## src/rtl/sfp_pkg.sv

```systemverilog
// Shared types and constants of the SDP fingerprint parser.
package sfp_pkg;

	localparam int FP_BYTES  = 32;
	localparam int FP_BITS   = FP_BYTES * 8;
	localparam int PAD_WORDS = (FP_BYTES + 7) / 8;
	localparam int OUT_WORDS = (PAD_WORDS > 4) ? 4 : PAD_WORDS;
	localparam int PAD_BITS  = PAD_WORDS * 64;
	localparam int PCNT_W    = $clog2(FP_BYTES + 1);
	localparam int REC_DEPTH = 2;

	typedef struct packed {
		logic [7:0] text_byte;
		logic       final_byte;
	} in_item_t;

	typedef struct packed {
		logic        ok;
		logic [63:0] fp_word;
		logic [1:0]  word_index;
		logic        last_word;
	} out_item_t;

	// One finished run as handed from the parser to the word emitter.
	typedef struct packed {
		logic               ok;
		logic [FP_BITS-1:0] fp;
	} run_rec_t;

	typedef struct packed {
		logic full;
		logic empty;
	} rq_stat_t;

endpackage

```

## src/rtl/sfp_front.sv

```systemverilog
// Byte parser: line matching, value syntax check and fingerprint capture.
module sfp_front import sfp_pkg::*; (
	input  logic     clk,
	input  logic     arst_n,
	input  logic     push,
	input  in_item_t item,
	input  logic     config_we,
	input  logic     config_data,
	input  rq_stat_t rq_stat,
	output logic     full,
	output logic     rec_push,
	output run_rec_t rec
);

	localparam logic [7:0] CH_LF    = 8'h0A;
	localparam logic [7:0] CH_CR    = 8'h0D;
	localparam logic [7:0] CH_SP    = 8'h20;
	localparam logic [7:0] CH_TAB   = 8'h09;
	localparam logic [7:0] CH_COLON = 8'h3A;
	localparam logic [3:0] KEY_LEN  = 4'd14;
	localparam logic [3:0] ALG_LEN  = 4'd7;

	typedef enum logic [3:0] {
		PH_KEY, PH_SKIP, PH_KEYDONE, PH_LEAD, PH_TOKEN, PH_MID,
		PH_HI, PH_LO, PH_COLON, PH_TRAIL, PH_DONE
	} phase_t;

	typedef struct packed {
		phase_t            phase;
		logic [3:0]        midx;
		logic [PCNT_W-1:0] pcnt;
		logic [3:0]        hnib;
		logic              cr;
		logic              ok;
	} st_t;

	typedef struct packed {
		st_t        s;
		logic       wr;
		logic [7:0] wbyte;
	} step_t;

	function automatic logic [7:0] key_char(input logic [3:0] i);
		logic [7:0] ch;
		case (i)
			4'd0:    ch = "a";
			4'd1:    ch = "=";
			4'd2:    ch = "f";
			4'd3:    ch = "i";
			4'd4:    ch = "n";
			4'd5:    ch = "g";
			4'd6:    ch = "e";
			4'd7:    ch = "r";
			4'd8:    ch = "p";
			4'd9:    ch = "r";
			4'd10:   ch = "i";
			4'd11:   ch = "n";
			4'd12:   ch = "t";
			4'd13:   ch = ":";
			default: ch = 8'h00;
		endcase
		return ch;
	endfunction

	function automatic logic [7:0] alg_char(input logic [3:0] i);
		logic [7:0] ch;
		case (i)
			4'd0:    ch = "s";
			4'd1:    ch = "h";
			4'd2:    ch = "a";
			4'd3:    ch = "-";
			4'd4:    ch = "2";
			4'd5:    ch = "5";
			4'd6:    ch = "6";
			default: ch = 8'h00;
		endcase
		return ch;
	endfunction

	// Bit 4 set means the byte is a hex digit; bits 3:0 give its value.
	function automatic logic [4:0] nibble_of(input logic [7:0] c);
		logic [4:0] n;
		if (c >= "0" && c <= "9") n = {1'b1, 4'(c - "0")};
		else if (c >= "a" && c <= "f") n = {1'b1, 4'(c - "a" + 8'd10)};
		else if (c >= "A" && c <= "F") n = {1'b1, 4'(c - "A" + 8'd10)};
		else n = 5'd0;
		return n;
	endfunction

	function automatic logic is_blank(input logic [7:0] c);
		return (c == CH_SP) || (c == CH_TAB);
	endfunction

	function automatic st_t restart(input logic mode);
		st_t s;
		s.phase = mode ? PH_KEY : PH_LEAD;
		s.midx  = 4'd0;
		s.pcnt  = '0;
		s.hnib  = 4'd0;
		s.cr    = 1'b0;
		s.ok    = 1'b0;
		return s;
	endfunction

	function automatic step_t fail_now(input step_t r);
		step_t o;
		o         = r;
		o.s.ok    = 1'b0;
		o.s.phase = PH_DONE;
		return o;
	endfunction

	function automatic step_t end_value(input step_t r);
		step_t o;
		o         = r;
		o.s.ok    = (r.s.phase == PH_TRAIL);
		o.s.phase = PH_DONE;
		return o;
	endfunction

	function automatic step_t feed_value(input step_t r, input logic [7:0] c);
		step_t      o;
		logic       handled;
		logic [4:0] nb;
		logic [7:0] lc;
		o       = r;
		handled = 1'b0;
		nb      = nibble_of(c);
		lc      = (c >= "A" && c <= "Z") ? (c + 8'd32) : c;
		if (o.s.phase == PH_LEAD) begin
			if (is_blank(c)) begin
				handled = 1'b1;
			end else begin
				o.s.phase = PH_TOKEN;
				o.s.midx  = 4'd0;
			end
		end
		if (!handled && o.s.phase == PH_TOKEN) begin
			handled = 1'b1;
			if (is_blank(c)) begin
				if (o.s.midx == ALG_LEN) o.s.phase = PH_MID;
				else o = fail_now(o);
			end else if (o.s.midx >= ALG_LEN || lc != alg_char(o.s.midx)) begin
				o = fail_now(o);
			end else begin
				o.s.midx = o.s.midx + 4'd1;
			end
		end
		if (!handled && o.s.phase == PH_MID) begin
			if (is_blank(c)) handled = 1'b1;
			else o.s.phase = PH_HI;
		end
		if (!handled && o.s.phase == PH_HI) begin
			handled = 1'b1;
			if (!nb[4]) begin
				o = fail_now(o);
			end else begin
				o.s.hnib  = nb[3:0];
				o.s.phase = PH_LO;
			end
		end
		if (!handled && o.s.phase == PH_LO) begin
			handled = 1'b1;
			if (!nb[4]) begin
				o = fail_now(o);
			end else begin
				if (o.s.pcnt < PCNT_W'(FP_BYTES)) begin
					o.wr    = 1'b1;
					o.wbyte = {o.s.hnib, nb[3:0]};
				end
				o.s.hnib  = 4'd0;
				o.s.pcnt  = o.s.pcnt + PCNT_W'(1);
				o.s.phase = (o.s.pcnt >= PCNT_W'(FP_BYTES)) ? PH_TRAIL : PH_COLON;
			end
		end
		if (!handled && o.s.phase == PH_COLON) begin
			handled = 1'b1;
			if (c != CH_COLON) o = fail_now(o);
			else o.s.phase = PH_HI;
		end
		if (!handled && o.s.phase == PH_TRAIL) begin
			if (!(is_blank(c) || c == CH_CR || c == CH_LF)) o = fail_now(o);
		end
		return o;
	endfunction

	function automatic step_t feed_committed(input step_t r, input logic [7:0] c);
		step_t o;
		o = r;
		if (o.s.phase == PH_KEYDONE) o.s.phase = PH_LEAD;
		return feed_value(o, c);
	endfunction

	function automatic step_t doc_byte(input step_t r, input logic [7:0] c);
		step_t o;
		o = r;
		unique case (r.s.phase)
			PH_KEY: begin
				if (c == CH_LF) begin
					o.s.midx = 4'd0;
				end else if (r.s.midx < KEY_LEN && c == key_char(r.s.midx)) begin
					o.s.midx = r.s.midx + 4'd1;
					if (o.s.midx == KEY_LEN) o.s.phase = PH_KEYDONE;
				end else begin
					o.s.phase = PH_SKIP;
				end
			end
			PH_SKIP: begin
				if (c == CH_LF) begin
					o.s.phase = PH_KEY;
					o.s.midx  = 4'd0;
				end
			end
			PH_DONE: begin
			end
			default: begin
				if (c == CH_LF) begin
					o.s.cr = 1'b0;
					if (o.s.phase == PH_KEYDONE) begin
						o.s.phase = PH_KEY;
						o.s.midx  = 4'd0;
					end else begin
						o = end_value(o);
					end
				end else begin
					// A held CR that is not followed by LF counts as a value byte.
					if (o.s.cr) begin
						o.s.cr = 1'b0;
						o      = feed_committed(o, CH_CR);
					end
					if (o.s.phase != PH_DONE) begin
						if (c == CH_CR) o.s.cr = 1'b1;
						else o = feed_committed(o, c);
					end
				end
			end
		endcase
		return o;
	endfunction

	logic               mode_q;
	st_t                st_q;
	st_t                st_d;
	step_t              nxt;
	step_t              fin;
	logic [FP_BITS-1:0] fp_q;
	logic [FP_BITS-1:0] fp_d;
	logic               accept;

	assign full   = rq_stat.full;
	assign accept = push && !rq_stat.full;

	always_comb begin
		nxt.s     = st_q;
		nxt.wr    = 1'b0;
		nxt.wbyte = 8'h00;
		if (st_q.phase != PH_DONE) begin
			nxt = mode_q ? doc_byte(nxt, item.text_byte) : feed_value(nxt, item.text_byte);
		end
		fin      = nxt;
		fin.s.cr = 1'b0;
		if (fin.s.phase == PH_LEAD || fin.s.phase == PH_TOKEN || fin.s.phase == PH_MID ||
		    fin.s.phase == PH_HI || fin.s.phase == PH_LO || fin.s.phase == PH_COLON ||
		    fin.s.phase == PH_TRAIL) begin
			fin = end_value(fin);
		end else if (fin.s.phase != PH_DONE) begin
			fin = fail_now(fin);
		end
		st_d = item.final_byte ? restart(mode_q) : nxt.s;
	end

	assign fp_d     = nxt.wr ? {fp_q[FP_BITS-9:0], nxt.wbyte} : fp_q;
	assign rec_push = accept && item.final_byte;
	assign rec.ok   = fin.s.ok;
	assign rec.fp   = fp_d;

	always_ff @(posedge clk or negedge arst_n) begin
		if (!arst_n) begin
			mode_q <= 1'b1;
			st_q   <= restart(1'b1);
		end else if (config_we) begin
			mode_q <= config_data;
			st_q   <= restart(config_data);
		end else if (accept) begin
			st_q <= st_d;
		end
	end

	always_ff @(posedge clk) begin
		if (accept && !config_we) fp_q <= fp_d;
	end

	a_pcnt_bound: assert property (@(posedge clk) disable iff (!arst_n)
		st_q.pcnt <= PCNT_W'(FP_BYTES))
		else $error("pair count ran past the fingerprint length");

	a_trail_full: assert property (@(posedge clk) disable iff (!arst_n)
		(st_q.phase == PH_TRAIL) |-> (st_q.pcnt == PCNT_W'(FP_BYTES)))
		else $error("trailing phase reached without a full fingerprint");

endmodule

```

## src/rtl/sfp_rec_fifo.sv

```systemverilog
// Short queue of finished run records between the parser and the emitter.
module sfp_rec_fifo import sfp_pkg::*; (
	input  logic     clk,
	input  logic     arst_n,
	input  logic     push,
	input  run_rec_t wdata,
	input  logic     pop,
	output rq_stat_t stat,
	output run_rec_t rdata
);

	localparam int PTR_W = (REC_DEPTH > 1) ? $clog2(REC_DEPTH) : 1;
	localparam int CNT_W = $clog2(REC_DEPTH + 1);

	run_rec_t         mem_q [REC_DEPTH];
	logic [PTR_W-1:0] wptr_q;
	logic [PTR_W-1:0] rptr_q;
	logic [CNT_W-1:0] cnt_q;
	logic             do_push;
	logic             do_pop;

	assign stat.full  = (cnt_q == CNT_W'(REC_DEPTH));
	assign stat.empty = (cnt_q == '0);
	assign do_push    = push && !stat.full;
	assign do_pop     = pop && !stat.empty;
	assign rdata      = mem_q[rptr_q];

	function automatic logic [PTR_W-1:0] bump(input logic [PTR_W-1:0] p);
		return (p == PTR_W'(REC_DEPTH - 1)) ? '0 : p + PTR_W'(1);
	endfunction

	always_ff @(posedge clk or negedge arst_n) begin
		if (!arst_n) begin
			wptr_q <= '0;
			rptr_q <= '0;
			cnt_q  <= '0;
		end else begin
			if (do_push) wptr_q <= bump(wptr_q);
			if (do_pop) rptr_q <= bump(rptr_q);
			if (do_push && !do_pop) cnt_q <= cnt_q + CNT_W'(1);
			else if (do_pop && !do_push) cnt_q <= cnt_q - CNT_W'(1);
		end
	end

	always_ff @(posedge clk) begin
		if (do_push) mem_q[wptr_q] <= wdata;
	end

	a_no_overflow: assert property (@(posedge clk) disable iff (!arst_n)
		push |-> !stat.full)
		else $error("record pushed into a full queue");

endmodule

```

## src/rtl/sfp_back.sv

```systemverilog
// Result emitter: splits a run record into fingerprint words.
module sfp_back import sfp_pkg::*; (
	input  logic      clk,
	input  logic      arst_n,
	input  rq_stat_t  rq_stat,
	input  run_rec_t  rec,
	input  logic      pop,
	output logic      empty,
	output out_item_t result,
	output logic      rec_pop
);

	logic [1:0]          wcnt_q;
	logic [PAD_BITS-1:0] padded;
	logic                last;

	assign padded = PAD_BITS'(rec.fp) << (PAD_BITS - FP_BITS);
	assign last   = !rec.ok || (wcnt_q == 2'(OUT_WORDS - 1));
	assign empty  = rq_stat.empty;

	assign result.ok         = rec.ok;
	assign result.fp_word    = rec.ok ? padded[PAD_BITS - 64 * (int'(wcnt_q) + 1) +: 64] : 64'd0;
	assign result.word_index = rec.ok ? wcnt_q : 2'd0;
	assign result.last_word  = last;

	assign rec_pop = pop && !rq_stat.empty && last;

	always_ff @(posedge clk or negedge arst_n) begin
		if (!arst_n) begin
			wcnt_q <= 2'd0;
		end else if (pop && !rq_stat.empty) begin
			wcnt_q <= last ? 2'd0 : wcnt_q + 2'd1;
		end
	end

	a_wcnt_bound: assert property (@(posedge clk) disable iff (!arst_n)
		wcnt_q <= 2'(OUT_WORDS - 1))
		else $error("word counter beyond the last word");

	a_fail_single: assert property (@(posedge clk) disable iff (!arst_n)
		(!rq_stat.empty && !rec.ok) |-> (wcnt_q == 2'd0 && result.fp_word == 64'd0))
		else $error("failed run emitted more than one word");

endmodule

```

## src/rtl/sdp_fingerprint_parser_unit.sv

```systemverilog
// Top level of the SDP sha-256 fingerprint parser.
// Throughput: one text byte per clock unless stalled; a final byte queues its run record.
// A successful run yields four result words (one per pop), a failed run a single result.
// Input stalls (full high) only while the two-entry run record queue is full.
// Reset is asynchronous and active low: document mode is selected, the parser restarts
// and the record queue is emptied; the fingerprint capture register is not reset.
module sdp_fingerprint_parser_unit import sfp_pkg::*; (
	input  logic      clk,
	input  logic      arst_n,
	input  logic      push,
	output logic      full,
	input  in_item_t  item,
	output logic      empty,
	input  logic      pop,
	output out_item_t result,
	input  logic      config_we,
	input  logic      config_data
);

	// The front end parses one byte per transaction. When it accepts a final byte it
	// hands a complete run record (verdict plus captured fingerprint) to the queue,
	// and it restarts on the next byte without waiting for the emitter.
	rq_stat_t rq_stat;
	run_rec_t rec_in;
	run_rec_t rec_head;
	logic     rec_push;
	logic     rec_pop;

	sfp_front u_front (
		.clk        (clk),
		.arst_n     (arst_n),
		.push       (push),
		.item       (item),
		.config_we  (config_we),
		.config_data(config_data),
		.rq_stat    (rq_stat),
		.full       (full),
		.rec_push   (rec_push),
		.rec        (rec_in)
	);

	// The queue holds finished runs so the front end keeps taking bytes while the
	// back end is still handing out words of an earlier run.
	sfp_rec_fifo u_fifo (
		.clk   (clk),
		.arst_n(arst_n),
		.push  (rec_push),
		.wdata (rec_in),
		.pop   (rec_pop),
		.stat  (rq_stat),
		.rdata (rec_head)
	);

	// The back end walks the oldest record word by word; each pop transaction moves
	// one word, and the record is released after its last word.
	sfp_back u_back (
		.clk    (clk),
		.arst_n (arst_n),
		.rq_stat(rq_stat),
		.rec    (rec_head),
		.pop    (pop),
		.empty  (empty),
		.result (result),
		.rec_pop(rec_pop)
	);

	a_last_pops: assert property (@(posedge clk) disable iff (!arst_n)
		(pop && !empty && result.last_word) |-> rec_pop)
		else $error("last word taken without releasing its record");

endmodule

```

## config.mk

```make
export PLATFORM = sky130hd
export DESIGN_NAME = sdp_fingerprint_parser_unit
export DESIGN_NICKNAME = d
export VERILOG_FILES = /design/src/rtl/sfp_pkg.sv /design/src/rtl/sfp_front.sv /design/src/rtl/sfp_rec_fifo.sv /design/src/rtl/sfp_back.sv /design/src/rtl/sdp_fingerprint_parser_unit.sv
export SDC_FILE = /design/constraint.sdc
export NUM_CORES = 1
export LEC_CHECK = 0
export BUFFER_PORTS_ARGS = -buffer_cell sky130_fd_sc_hd__buf_2
export CAP_MARGIN = 10
export CORE_ASPECT_RATIO = 0.9
export CORE_MARGIN = 5
export CORE_UTILIZATION = 45
export DETAILED_ROUTE_END_ITERATION = 10
export GPL_TIMING_DRIVEN = 0
export PLACE_DENSITY = 0.6
export SLEW_MARGIN = 10
export SYNTH_ARGS = -nofsm -noshare
export SYNTH_HDL_FRONTEND = slang
export SYNTH_SLANG_ARGS = --single-unit
```

## constraint.sdc

```tcl
create_clock -name clk -period 15.45 [get_ports clk]
set_clock_uncertainty 0.1 [all_clocks]
set_input_delay 1.545 -clock clk [delete_from_list [all_inputs] [get_ports clk]]
set_output_delay 1.545 -clock clk [all_outputs]
set_load 0.005 [all_outputs]
```

==> results.toml <==
[power]
power_density_nw_per_um2 = 167
p_leak_nw = 14.7
seq_power_share = 0.418
p_int_mw = 4.50
power_frac_clock = 0.274
sw_frac_of_total = 0.334
pwr-share-comb = 0.308
switchingPower_mw = 2.26
ir_drop_mv = 0.101
totalPowerFinal_mw = 6.76

[die]
die_h_um = 277
core-area_um2 = 78000
row_count = 97
start_util = 0.455
pin_count = 85
die_area_um2 = 84700
die_x_um = 306

[drt]
routed.top_layer = "met4"
avgViaCountPerCell = 5.83
drtPass1Iterations = 6
route.antenna.remaining_nets = 0
drt-initial-drc-count = 2812
drt-met1-wl_mm = 46.9
wl_mm = 107
wl_met2_mm = 47.0
drc_errors = 0
wl_per_cell_um = 25.8
vias = 24299
wl_met3_mm = 11.8

[setup_path]
crit_chain = "buf_2 > clkbuf_1 > clkinv_1 > ha_1 > or4bb_1 > o221ai_2 > nand2_1 > inv_1 > ha_1 > clkbuf_1 > nor3_1 > o22a_1 > o21ai_0 > or4_1 > or4_4 > nor4_4 > o21ai_0 > nor2_1 > or3_4 > mux2_4 > a221oi_1 > nor2_1"
crit_family = "simple AND/OR/NAND/NOR gates"
slowest_delay_ns = 0.56
start_kind = "primary input"
crit_required_ns = 15.68
cp.buffers_inverters = 5
critical_path_arrival_ns = 8.79
crit_path_end_kind = "flip-flop"
cpMaxStageDelayCell = "or4_4"
criticalPathCategory = "in2reg"
critical_path.max_fanout = 10

[global_routing]
grt_max_degree = 48
grt-ovfl-total = 0
grt_use_total = 0.246
grt_pass1_vias = 23365
grt_pass1_wl_mm = 155
antenna_found_initial = 4

[sta]
setup-violations-final = 0
post-route-min-period_ns = 8.57
rsz0062_at_grt = "false"
worst_slew_pin_slew_ns = 1.36
holdWs_ns = 0.413
min_period_over_period = 0.554
slew_violations = 0
max_slew_margin = 0.0910
fmax_mhz = 117
finalWorstSetupSlack_ns = 6.88
hold_violations = 0

[synth]
synth_edf_count = 770
synthTopCellsByCount = "nand2_1 (870), edfxtp_1 (770), nor2_1 (208)"
ys_seq_area_frac = 0.670
synth.area.top_cells = "edfxtp_1 (65%), nand2_1 (9.2%), mux4_2 (4.2%)"
ys_ff_latch = 797
synth_top_cell_area_share = 0.651
yosysMostFrequentCell = "nand2_1"
synth_top_cell_by_area = "edfxtp_1"
synth_nets = 2915
syn_area_um2 = 35500
yosysUniqueCellTypes = 86
yosys_warnings = 0
async_flop_share = 0.0339
synth_ff_type = "edfxtp_1"
netlist_instances = 2875
syn_area_per_cell_um2 = 12.4

[clocking]
clk_pin_slew_worst_paths_ns = 0.06
cts_resized = 0
cts_root_buf = "clkbuf_16"
htreeDepth = 3
cts_setup_buffers = 0
clockBufferDepth = 3
cts.sinks = 797
clk_latency_ns = 0.63
cts_made_buffers = 77
cts_tree = "done"
holdBufCountCts = 0

[layout]
regArea_um2 = 23800
final_util = 0.518
synthToLayoutAreaGrowth_pct = 13.8
layout-drive-gt1-share = 0.101
nFillCells = 6707
multi_input_area_um2 = 11000
fin_nets = 3108

[place]
pre_cts_ws_ns = 6.55
dp_hpwl_mm = 78.8
io_buffers = 81
gp_congestion = 0.902

[job]
maxCapViolCount = 0

[worst_hold_path]
holdCritPathClass = "reg2reg"

[outcome]
status = "complete, no violations"
final timing paths:
| check | slack [ns] | start | cells after the start | to |
|---|---|---|---|---|
| max reg2reg | 7.84 | u_front.st_q[17]$_DFFE_PN0N_ | 19 | u_front.fp_q[5]$_DFFE_PP_ |
| max in group asynchronous | 13.91 | arst_n | 1 | u_front.st_q[8]$_DFFE_PN0P_ |
| min reg2reg | 0.41 | u_fifo.cnt_q[1]$_DFFE_PN0P_ | 1 | u_fifo.cnt_q[1]$_DFFE_PN0P_ |
| min in group asynchronous | 0.86 | arst_n | 1 | u_front.st_q[14]$_DFFE_PN0P_ |
| max | 6.88 | item[1] | 22 | u_front.fp_q[5]$_DFFE_PP_ |
| min | 0.41 | u_fifo.cnt_q[1]$_DFFE_PN0P_ | 1 | u_fifo.cnt_q[1]$_DFFE_PN0P_ |
through the flow:
step / cell area [µm²] / instances / TNS, ns
global route: 40400 / 4166 / 0
global placement: 37200 / 3995 / -2572.59
finish: 40400 / 4168 / 0
floorplan: 35500 / 2875 / 0
CTS: 40400 / 4164 / 0
detailed placement: 37900 / 4026 / 0
layout make-up:
class,count,area share
Multi-Input combinational cell,1873,0.271
Sequential cell,797,0.589
Tap cell,1039,0.0322
Buffer,180,0.0172
Antenna cell,2,0.000124
Clock buffer,105,0.0518
Timing Repair Buffer,114,0.0276
Inverter,25,0.00232
Clock inverter,33,0.00858
cells by family after synthesis:
family / synth area share
AO/OA/AOI/OAI: 0.0752
XOR/XNOR: 0.00493
adder cells (fa/ha/maj): 0.00881
buffers and inverters: 0.0221
flip-flops: 0.670
multiplexers: 0.0801
AND/OR/NAND/NOR: 0.139
worst register-to-register path: cells and delay by family, from the launching register on:
kind	cells	cell delay (ns)
compound gates	5	1.79
fa+ha+maj	1	0.20
buf+inv	3	0.58
flops	1	0.32
mux	1	0.31
simple gates	9	4.02
power groups by stage:
stage | sequential (mW) | combinational, mW | clock, mW
after floorplan | 2.92 | 1.26 | 0
after global placement | 3.04 | 1.97 | 0
after detailed placement | 2.87 | 2.06 | 0
after CTS | 2.82 | 2.07 | 1.88
after global routing | 2.84 | 2.24 | 1.98
final | 2.83 | 2.08 | 1.85
routing by layer:
layer	vias to the layer above	track usage
met2	1092	0.363
li1	10863	-
met4	0	0.0439
met3	114	0.0804
met1	12230	0.364
met5	-	0
sequential cells by signal, summed over array words and instances (netlist names):
name	flops
u_fifo.rptr_q	1
u_front.mode_q	1
u_front.st_q	20
u_fifo.cnt_q	2
u_fifo.mem_q	514
u_fifo.wptr_q	1
u_back.wcnt_q	2
u_front.fp_q	256
placed cells by master (no fill, tap or decap), types with 11 or more instances in the layout:
cell type  count
nand2_1      870
edfxtp_1     770
nor2_1       206
clkbuf_1     167
mux2i_1      131
o21ai_0      112
a21oi_1      110
buf_2         86
clkbuf_16     79
a211oi_1      69
mux4_2        66
buf_1         30
dfrtp_1       26
ha_1          25
inv_1         23
nor3_1        21
buf_12        18
clkinv_1      14
nand3_1       14
xnor2_1       14
nor2b_1       13
nand2b_1      13
o211ai_1      12
o22ai_1       12
buf_16        11
(Power assumes the default switching activity.)
